## config.mk

```make
export PLATFORM = sky130hd
export DESIGN_NAME = bicubic_catmull_rom_interpolator_flat
export DESIGN_NICKNAME = d
export VERILOG_FILES = /design/src/rtl/bcr_pkg.sv /design/src/rtl/bcr_if.sv /design/src/rtl/bicubic_catmull_rom_interpolator.sv /design/src/rtl/bcr_datapath.sv /design/src/rtl/bcr_ctrl.sv /design/src/flat_wrapper.sv
export SDC_FILE = /design/constraint.sdc
export NUM_CORES = 2
export LEC_CHECK = 0
export ABC_CLOCK_PERIOD_IN_PS = 6800
export BUFFER_PORTS_ARGS = -buffer_cell sky130_fd_sc_hd__buf_2
export CAP_MARGIN = 20
export CORE_ASPECT_RATIO = 1.1
export CORE_UTILIZATION = 35
export DETAILED_ROUTE_END_ITERATION = 10
export SYNTH_ARGS = -nofsm -noshare
export SYNTH_HDL_FRONTEND = slang
export SYNTH_SLANG_ARGS = --single-unit
```

## constraint.sdc

```tcl
create_clock -name clk_i -period 6.8 [get_ports clk_i]
set_clock_uncertainty 0.15 [all_clocks]
set_input_delay 0.68 -clock clk_i [delete_from_list [all_inputs] [get_ports clk_i]]
set_output_delay 0.68 -clock clk_i [all_outputs]
set_load 0.03 [all_outputs]
```

## src/rtl/bcr_pkg.sv

```systemverilog
package bcr_pkg;

  localparam int SAMPLE_BITS = 32;
  localparam int FRAC_BITS   = 12;
  localparam int OUT_BITS    = SAMPLE_BITS + 3;
  // headroom for the cubic coefficients and the horner sums
  localparam int ACC_BITS    = OUT_BITS + 7;
  localparam int PROD_BITS   = ACC_BITS + FRAC_BITS + 1;
  localparam int COLS        = 4;
  localparam int IDX_BITS    = $clog2(COLS);

  typedef struct packed {
    logic                load_in;
    logic                load_part;
    logic                coef;
    logic                mul;
    logic                add_b;
    logic                add_c;
    logic                store_part;
    logic                write_out;
    logic [IDX_BITS-1:0] part_idx;
  } bcr_cmd_t;

  typedef struct packed {
    logic out_full;
  } bcr_sts_t;

endpackage

```

## src/rtl/bcr_if.sv

```systemverilog
interface bcr_in_if;
  logic                             valid;
  logic                             ready;
  logic [bcr_pkg::SAMPLE_BITS-1:0] sample_row0;
  logic [bcr_pkg::SAMPLE_BITS-1:0] sample_row1;
  logic [bcr_pkg::SAMPLE_BITS-1:0] sample_row2;
  logic [bcr_pkg::SAMPLE_BITS-1:0] sample_row3;
  logic [bcr_pkg::FRAC_BITS-1:0]   frac_vertical;
  logic [bcr_pkg::FRAC_BITS-1:0]   frac_horizontal;

  modport source (
    output valid, sample_row0, sample_row1, sample_row2, sample_row3,
           frac_vertical, frac_horizontal,
    input  ready
  );
  modport sink (
    input  valid, sample_row0, sample_row1, sample_row2, sample_row3,
           frac_vertical, frac_horizontal,
    output ready
  );
endinterface

interface bcr_out_if;
  logic                                 valid;
  logic                                 ready;
  logic signed [bcr_pkg::OUT_BITS-1:0] interpolated;

  modport source (output valid, interpolated, input ready);
  modport sink (input valid, interpolated, output ready);
endinterface

```

## src/rtl/bicubic_catmull_rom_interpolator.sv

```systemverilog
// Catmull-Rom bicubic interpolator over a 4x4 window.
// in_i carries one column per transfer: four vertical samples (unsigned
// Q20.12) and the vertical and horizontal offsets (Q0.12). Each column is
// reduced to a partial by the cubic at frac_vertical; the fourth column's
// transfer also runs the cubic across the four partials at frac_horizontal
// and places the result (signed Q22.12) on out_o.
// One shared multiply unit evaluates the cubic in horner form, alternating
// an add and a multiply cycle, so a column occupies the block until its
// pass is done: in_i.ready drops after a transfer and returns only when the
// block is idle again, so it takes no new column while one is in work.
// On the fourth column the horizontal pass follows the vertical one, and the
// result is valid once that pass ends and the output register is free.
// The result waits in an output register; a stalled receiver does not stop
// the first three columns of the next window, and only the final pass of
// that window holds until the register is free.
// Reset clears the column count and the output valid; the block then
// expects the first column of a window.
module bicubic_catmull_rom_interpolator (
  input  logic       clk_i,
  input  logic       rst_ni,
  bcr_in_if.sink     in_i,
  bcr_out_if.source  out_o
);

  bcr_pkg::bcr_cmd_t cmd;
  bcr_pkg::bcr_sts_t sts;

  bcr_ctrl u_ctrl (
    .clk_i      (clk_i),
    .rst_ni     (rst_ni),
    .in_valid_i (in_i.valid),
    .in_ready_o (in_i.ready),
    .sts_i      (sts),
    .cmd_o      (cmd)
  );

  bcr_datapath u_datapath (
    .clk_i             (clk_i),
    .rst_ni            (rst_ni),
    .cmd_i             (cmd),
    .sts_o             (sts),
    .sample_row0_i     (in_i.sample_row0),
    .sample_row1_i     (in_i.sample_row1),
    .sample_row2_i     (in_i.sample_row2),
    .sample_row3_i     (in_i.sample_row3),
    .frac_vertical_i   (in_i.frac_vertical),
    .frac_horizontal_i (in_i.frac_horizontal),
    .out_ready_i       (out_o.ready),
    .out_valid_o       (out_o.valid),
    .interpolated_o    (out_o.interpolated)
  );

  a_busy_after_transfer: assert property (
    @(posedge clk_i) disable iff (!rst_ni)
    (in_i.valid && in_i.ready) |=> !in_i.ready
  ) else $error("input accepted while a column is in work");

  a_out_from_write: assert property (
    @(posedge clk_i) disable iff (!rst_ni)
    $rose(out_o.valid) |-> $past(cmd.write_out)
  ) else $error("result appeared without a final pass");

  a_no_overwrite: assert property (
    @(posedge clk_i) disable iff (!rst_ni)
    cmd.write_out |-> !sts.out_full
  ) else $error("pending result overwritten");

  a_part_index: assert property (
    @(posedge clk_i) disable iff (!rst_ni)
    cmd.store_part |-> (cmd.part_idx != bcr_pkg::IDX_BITS'(bcr_pkg::COLS - 1))
  ) else $error("partial stored for the last column");

endmodule

```

## src/rtl/bcr_datapath.sv

```systemverilog
module bcr_datapath (
  input  logic                                 clk_i,
  input  logic                                 rst_ni,
  input  bcr_pkg::bcr_cmd_t                    cmd_i,
  output bcr_pkg::bcr_sts_t                    sts_o,
  input  logic [bcr_pkg::SAMPLE_BITS-1:0]      sample_row0_i,
  input  logic [bcr_pkg::SAMPLE_BITS-1:0]      sample_row1_i,
  input  logic [bcr_pkg::SAMPLE_BITS-1:0]      sample_row2_i,
  input  logic [bcr_pkg::SAMPLE_BITS-1:0]      sample_row3_i,
  input  logic [bcr_pkg::FRAC_BITS-1:0]        frac_vertical_i,
  input  logic [bcr_pkg::FRAC_BITS-1:0]        frac_horizontal_i,
  input  logic                                 out_ready_i,
  output logic                                 out_valid_o,
  output logic signed [bcr_pkg::OUT_BITS-1:0]  interpolated_o
);

  localparam int A = bcr_pkg::ACC_BITS;
  localparam int O = bcr_pkg::OUT_BITS;
  localparam int P = bcr_pkg::PROD_BITS;
  localparam int F = bcr_pkg::FRAC_BITS;

  logic signed [A-1:0] q_q [bcr_pkg::COLS];
  logic signed [O-1:0] part_q [bcr_pkg::COLS-1];
  logic [F-1:0]        t_q;
  logic [F-1:0]        tx_q;
  logic signed [A-1:0] b_q, c_q, op_q, h_q;
  logic signed [O-1:0] out_q;
  logic                out_valid_q;

  logic signed [A-1:0] a_d, b_d, c_d;
  logic signed [P-1:0] prod;
  logic signed [A-1:0] p_full;
  logic signed [O-1:0] p_sat;
  logic                p_ovf;

  // cubic coefficients
  assign a_d = (q_q[1] <<< 1) + q_q[1] - (q_q[2] <<< 1) - q_q[2] + q_q[3] - q_q[0];
  assign b_d = (q_q[0] <<< 1) - (q_q[1] <<< 2) - q_q[1] + (q_q[2] <<< 2) - q_q[3];
  assign c_d = q_q[2] - q_q[0];

  assign prod = P'(op_q) * P'($signed({1'b0, t_q}));

  // final sum and saturation to the output range
  assign p_full = q_q[1] + (h_q >>> 1);
  assign p_ovf  = (p_full[A-1:O-1] != {(A-O+1){1'b0}}) &&
                  (p_full[A-1:O-1] != {(A-O+1){1'b1}});
  always_comb begin
    if (!p_ovf) begin
      p_sat = p_full[O-1:0];
    end else if (p_full[A-1]) begin
      p_sat = {1'b1, {(O-1){1'b0}}};
    end else begin
      p_sat = {1'b0, {(O-1){1'b1}}};
    end
  end

  always_ff @(posedge clk_i) begin
    if (cmd_i.load_in) begin
      q_q[0] <= A'(sample_row0_i);
      q_q[1] <= A'(sample_row1_i);
      q_q[2] <= A'(sample_row2_i);
      q_q[3] <= A'(sample_row3_i);
      t_q    <= frac_vertical_i;
      tx_q   <= frac_horizontal_i;
    end else if (cmd_i.load_part) begin
      q_q[0] <= A'(part_q[0]);
      q_q[1] <= A'(part_q[1]);
      q_q[2] <= A'(part_q[2]);
      q_q[3] <= A'(p_sat);
      t_q    <= tx_q;
    end
    if (cmd_i.coef) begin
      b_q  <= b_d;
      c_q  <= c_d;
      op_q <= a_d;
    end else if (cmd_i.add_b) begin
      op_q <= h_q + b_q;
    end else if (cmd_i.add_c) begin
      op_q <= h_q + c_q;
    end
    if (cmd_i.coef) begin
      h_q <= '0;
    end else if (cmd_i.mul) begin
      h_q <= A'(prod >>> F);
    end
    if (cmd_i.store_part) begin
      case (cmd_i.part_idx)
        2'd0:    part_q[0] <= p_sat;
        2'd1:    part_q[1] <= p_sat;
        2'd2:    part_q[2] <= p_sat;
        default: ;
      endcase
    end
    if (cmd_i.write_out) begin
      out_q <= p_sat;
    end
  end

  always_ff @(posedge clk_i or negedge rst_ni) begin
    if (!rst_ni) begin
      out_valid_q <= 1'b0;
    end else if (cmd_i.write_out) begin
      out_valid_q <= 1'b1;
    end else if (out_ready_i) begin
      out_valid_q <= 1'b0;
    end
  end

  assign out_valid_o    = out_valid_q;
  assign interpolated_o = out_q;
  assign sts_o.out_full = out_valid_q;

endmodule

```

## src/rtl/bcr_ctrl.sv

```systemverilog
module bcr_ctrl (
  input  logic              clk_i,
  input  logic              rst_ni,
  input  logic              in_valid_i,
  output logic              in_ready_o,
  input  bcr_pkg::bcr_sts_t sts_i,
  output bcr_pkg::bcr_cmd_t cmd_o
);

  localparam logic [2:0] StIdle = 3'd0;
  localparam logic [2:0] StCoef = 3'd1;
  localparam logic [2:0] StMul1 = 3'd2;
  localparam logic [2:0] StAddB = 3'd3;
  localparam logic [2:0] StMul2 = 3'd4;
  localparam logic [2:0] StAddC = 3'd5;
  localparam logic [2:0] StMul3 = 3'd6;
  localparam logic [2:0] StFin  = 3'd7;

  localparam logic [bcr_pkg::IDX_BITS-1:0] LastCol = bcr_pkg::IDX_BITS'(bcr_pkg::COLS - 1);

  logic [2:0]                   state_q, state_d;
  logic [bcr_pkg::IDX_BITS-1:0] count_q, count_d;
  logic                         horiz_q, horiz_d;

  assign in_ready_o = (state_q == StIdle);

  always_comb begin
    state_d = state_q;
    count_d = count_q;
    horiz_d = horiz_q;
    cmd_o   = '0;
    cmd_o.part_idx = count_q;
    case (state_q)
      StIdle: begin
        if (in_valid_i) begin
          cmd_o.load_in = 1'b1;
          state_d = StCoef;
        end
      end
      StCoef: begin
        cmd_o.coef = 1'b1;
        state_d = StMul1;
      end
      StMul1: begin
        cmd_o.mul = 1'b1;
        state_d = StAddB;
      end
      StAddB: begin
        cmd_o.add_b = 1'b1;
        state_d = StMul2;
      end
      StMul2: begin
        cmd_o.mul = 1'b1;
        state_d = StAddC;
      end
      StAddC: begin
        cmd_o.add_c = 1'b1;
        state_d = StMul3;
      end
      StMul3: begin
        cmd_o.mul = 1'b1;
        state_d = StFin;
      end
      StFin: begin
        if (horiz_q) begin
          if (!sts_i.out_full) begin
            cmd_o.write_out = 1'b1;
            count_d = '0;
            horiz_d = 1'b0;
            state_d = StIdle;
          end
        end else if (count_q == LastCol) begin
          cmd_o.load_part = 1'b1;
          horiz_d = 1'b1;
          state_d = StCoef;
        end else begin
          cmd_o.store_part = 1'b1;
          count_d = count_q + 1'b1;
          state_d = StIdle;
        end
      end
      default: state_d = StIdle;
    endcase
  end

  always_ff @(posedge clk_i or negedge rst_ni) begin
    if (!rst_ni) begin
      state_q <= StIdle;
      count_q <= '0;
      horiz_q <= 1'b0;
    end else begin
      state_q <= state_d;
      count_q <= count_d;
      horiz_q <= horiz_d;
    end
  end

endmodule

```

## src/flat_wrapper.sv

```systemverilog
// flat-port wrapper written by rule: the top's interface ports become plain ports
module bicubic_catmull_rom_interpolator_flat 
  (clk_i, rst_ni, in_i_valid, in_i_sample_row0, in_i_sample_row1, in_i_sample_row2, in_i_sample_row3, in_i_frac_vertical, in_i_frac_horizontal, in_i_ready, out_o_valid, out_o_interpolated, out_o_ready);
  bcr_in_if in_i_i ();
  bcr_out_if out_o_i ();
  input  logic clk_i;
  input  logic rst_ni;
  input wire logic [$bits(in_i_i.valid)-1:0] in_i_valid;
  input wire logic [$bits(in_i_i.sample_row0)-1:0] in_i_sample_row0;
  input wire logic [$bits(in_i_i.sample_row1)-1:0] in_i_sample_row1;
  input wire logic [$bits(in_i_i.sample_row2)-1:0] in_i_sample_row2;
  input wire logic [$bits(in_i_i.sample_row3)-1:0] in_i_sample_row3;
  input wire logic [$bits(in_i_i.frac_vertical)-1:0] in_i_frac_vertical;
  input wire logic [$bits(in_i_i.frac_horizontal)-1:0] in_i_frac_horizontal;
  output wire logic [$bits(in_i_i.ready)-1:0] in_i_ready;
  output wire logic [$bits(out_o_i.valid)-1:0] out_o_valid;
  output wire logic [$bits(out_o_i.interpolated)-1:0] out_o_interpolated;
  input wire logic [$bits(out_o_i.ready)-1:0] out_o_ready;
  assign in_i_i.valid = in_i_valid;
  assign in_i_i.sample_row0 = in_i_sample_row0;
  assign in_i_i.sample_row1 = in_i_sample_row1;
  assign in_i_i.sample_row2 = in_i_sample_row2;
  assign in_i_i.sample_row3 = in_i_sample_row3;
  assign in_i_i.frac_vertical = in_i_frac_vertical;
  assign in_i_i.frac_horizontal = in_i_frac_horizontal;
  assign in_i_ready = in_i_i.ready;
  assign out_o_valid = out_o_i.valid;
  assign out_o_interpolated = out_o_i.interpolated;
  assign out_o_i.ready = out_o_ready;
  bicubic_catmull_rom_interpolator u_core (.clk_i(clk_i), .rst_ni(rst_ni), .in_i(in_i_i), .out_o(out_o_i));
endmodule
```

==> flow_summary.yaml <==
floorplan:
  num_rows: 146
  die_w_um: 365.9
  dieHeight_um: 402.3
  fp.coreArea_sq_um: 144300
  die-area_sq_um: 147200
  initial_utilization: 0.3532
  io_pins: 193
detailed_routing:
  drt_iter0_drc: 2301
  drt-met1-wl_um: 60890
  drcViolationCount: 0
  dr_wl_met2_um: 68040
  routedWlPerCell_um: 18.94
  highest_layer: "met5"
  drt-total-wl_um: 138300
  vias_per_cell: 5.022
  vias: 36682
  ant_nets: 0
  dr_wl_met3_um: 4893
  drtPass1Iterations: 7
yosys:
  synthCells: 5201
  syn_area_sq_um: 50980
  synth.distinct_cells: 96
  synth_adder_area_share: 0.3483
  synthMuxAreaShare: 0.01333
  yosysWarnings: 0
  synth_nets: 6364
  synth-compound-area-share: 0.1105
  synth-seq-cells: 479
  ys_async_sr_fraction: 0.01461
  syn_avg_cell_area_sq_um: 9.802
  ys.flop_type: "edfxtp_1"
  synth_top_family_by_area: "adder cells"
  seq_area_frac_synth: 0.2732
  yosys.area_share.simple: 0.1396
  synth-edff-count: 430
  synth_xor_area_frac: 0.03419
critical_path:
  endpoint_kind: "flip-flop"
  worstSetupPathType: "reg -> reg"
  crit_start: "u_core.u_datapath.t_q[1]"
  reg2reg_slack_ps: 280
  timing.rr.end: "u_core.u_datapath.h_q[35]"
  crit_arrival_ps: 6960
  endpoint: "u_core.u_datapath.h_q[35]"
  cp.required_ps: 7250
  r2r_start: "u_core.u_datapath.t_q[1]"
  critical_path.max_fanout: 32
  rr_worst_depth: 23
  start_kind: "flip-flop"
global_routing:
  grt_antenna_before_repair: 6
  grt_pass1_wl_um: 220100
  grtUsageTotal: 0.1890
  grt_max_degree: 131
  overflow: 0
  grt_pass1_vias: 38750
sta:
  setup_viol: 0
  finalHoldViolCount: 0
  max_freq_mhz: 153.5
  slew_violations: 0
  maxSlewHeadroom: 0.2960
  fin_crit_sh: 0.9583
  finalCriticalPeriod_ps: 6517
  worst_pin_slew_ps: 1056
  rsz0062_at_grt: "true"
clocking:
  cts_root_buffer: "clkbuf_16"
  cts_made_buffers: 56
  clock_latency_ps: 690
  clk_pin_slew_ps: 70
  cts_sinks: 479
  clk_path_buf_depth: 3
  cts_tree: "done"
  htree_levels: 2
placement:
  hpwl_um: 113100
  dp.cells: 7185
  place_area_sq_um: 54290
  gp_congestion: 0.9311
  portBuffers: 192
finish:
  layout_commonest_cell: "inv_1"
  instances_no_fill: 7304
  fin_area_sq_um: 56310
  area_growth_syn_to_layout_pct: 10.46
  layout_common_cells: "inv_1 (863), nand2_1 (765), fa_1 (687), edfxtp_1 (430), ha_1 (320)"
  drive_gt1_frac: 0.09133
  final_net_count: 6492
worst_hold_path:
  hold-path-cell-count: 1
  hold_class: "in -> reg"
job:
  drv_cap: 0
run_status:
  status: "complete, no violations"
synth_stat cells (9+ instances only):
cell,n,area (sq um)
a211oi_1,25,187.7
a21o_1,104,780.8
a21oi_1,273,1366
a31oi_1,28,175.2
and2_1,258,1614
and3_1,37,231.5
buf_2,15,75.07
clkbuf_1,180,675.7
dfxtp_1,42,840.8
edfxtp_1,430,12910
fa_1,687,13750
ha_1,320,4004
inv_1,863,3239
mux2_2,55,619.3
nand2_1,767,2879
nand2b_1,55,344.1
nand3_1,77,385.4
nand4_1,35,219.0
nor2_1,147,551.8
nor2b_1,19,118.9
nor3_1,48,240.2
nor4_1,9,56.30
o2111ai_1,9,78.83
o211ai_1,31,232.7
o211ai_2,20,250.2
o21a_1,28,210.2
o21ai_0,181,905.9
o21bai_1,37,277.8
o22ai_1,9,56.30
o31ai_1,12,90.09
or3_1,20,125.1
xnor2_1,120,1051
xor2_1,79,691.9
cell families after synthesis:
group / after synthesis
and+or+nand+nor: 1515
buffers and inverters: 1074
adders and majority gates: 1007
AOI/OAI and AO/OA: 866
DFF: 479
xor gates and xnor gates: 199
muxes: 61
state kept, by name, summed over array words and instances, names as in the netlist, 2 cells and up:
name,cells
u_core.u_datapath.h_q,42
u_core.u_datapath.b_q,42
u_core.u_ctrl.count_q,2
u_core.u_ctrl.state_q,3
u_core.u_datapath.part_q,105
u_core.u_datapath.tx_q,12
u_core.u_datapath.op_q,42
u_core.u_datapath.c_q,42
u_core.u_datapath.q_q,140
u_core.u_datapath.interpolated_o,35
u_core.u_datapath.t_q,12
worst max-delay path, stage by stage (launching register included):
cell and delay, ps:
edfxtp_1 440, buf_12 210, and2_1 170, fa_1 530, inv_1 50, fa_1 480, inv_1 60, fa_1 480
fa_1 550, inv_1 50, fa_1 470, inv_1 40, ha_1 320, inv_1 80, nor3_2 230, nand4_1 200
a31o_4 330, a211oi_2 210, buf_4 180, o21ai_0 170, o311a_1 410, o21ai_0 160, or3b_1 360, a21oi_1 160
routing by layer:
layer / track usage / vias to the layer above
met4: 0.05961 / 8
li1: - / 17237
met5: 0 / -
met1: 0.2480 / 18337
met2: 0.3306 / 893
met3: 0.01435 / 207
cell type report:
cell class / instances / area (sq um)
Timing Repair Buffer: 280 / 1817
Clock inverter: 35 / 390.4
Inverter: 864 / 3248
Antenna cell: 4 / 10.01
Fill cell: 14361 / 88000
Clock buffer: 70 / 1495
Tap cell: 1924 / 2407
Sequential cell: 479 / 13930
Multi-Input combinational cell: 3648 / 33010
worst min path at each step:
stage	startpoint	to	slack [ps]
2_1_floorplan	rst_ni	u_core.u_ctrl.count_q[0]	230
3_3_place_gp	u_core.u_datapath.h_q[0]	u_core.u_datapath.h_q[0]	300
3_5_place_dp	u_core.u_datapath.h_q[0]	u_core.u_datapath.h_q[0]	310
4_1_cts	in_i_frac_horizontal[10]	u_core.u_datapath.tx_q[10]	0.05
5_1_grt	in_i_frac_horizontal[9]	u_core.u_datapath.tx_q[9]	10
6_report	in_i_frac_horizontal[9]	u_core.u_datapath.tx_q[9]	50
timing repair:
action | in CTS | in global routing
hold buffers | 8 | 0
setup buffers | 0 | 2
gates resized for setup | 0 | 7
setup endpoints to repair | 0 | 9
hold endpoints to repair | 14 | 0
through the flow:
stage	setup WS (ps)	TNS, ps	utilization	hold slack (ps)
floorplan	761.6	0	-	234.4
global placement	148.3	0	0.3762	297.4
detailed placement	105.9	0	0.3762	311.2
CTS	105.4	0	0.3898	0.05485
global route	-43.04	-43.04	0.3901	11.50
finish	283.4	0	0.3902	46.30
Power is not shown: default switching activity piles up to over one toggle a cycle in this logic, so the estimate is an artifact.
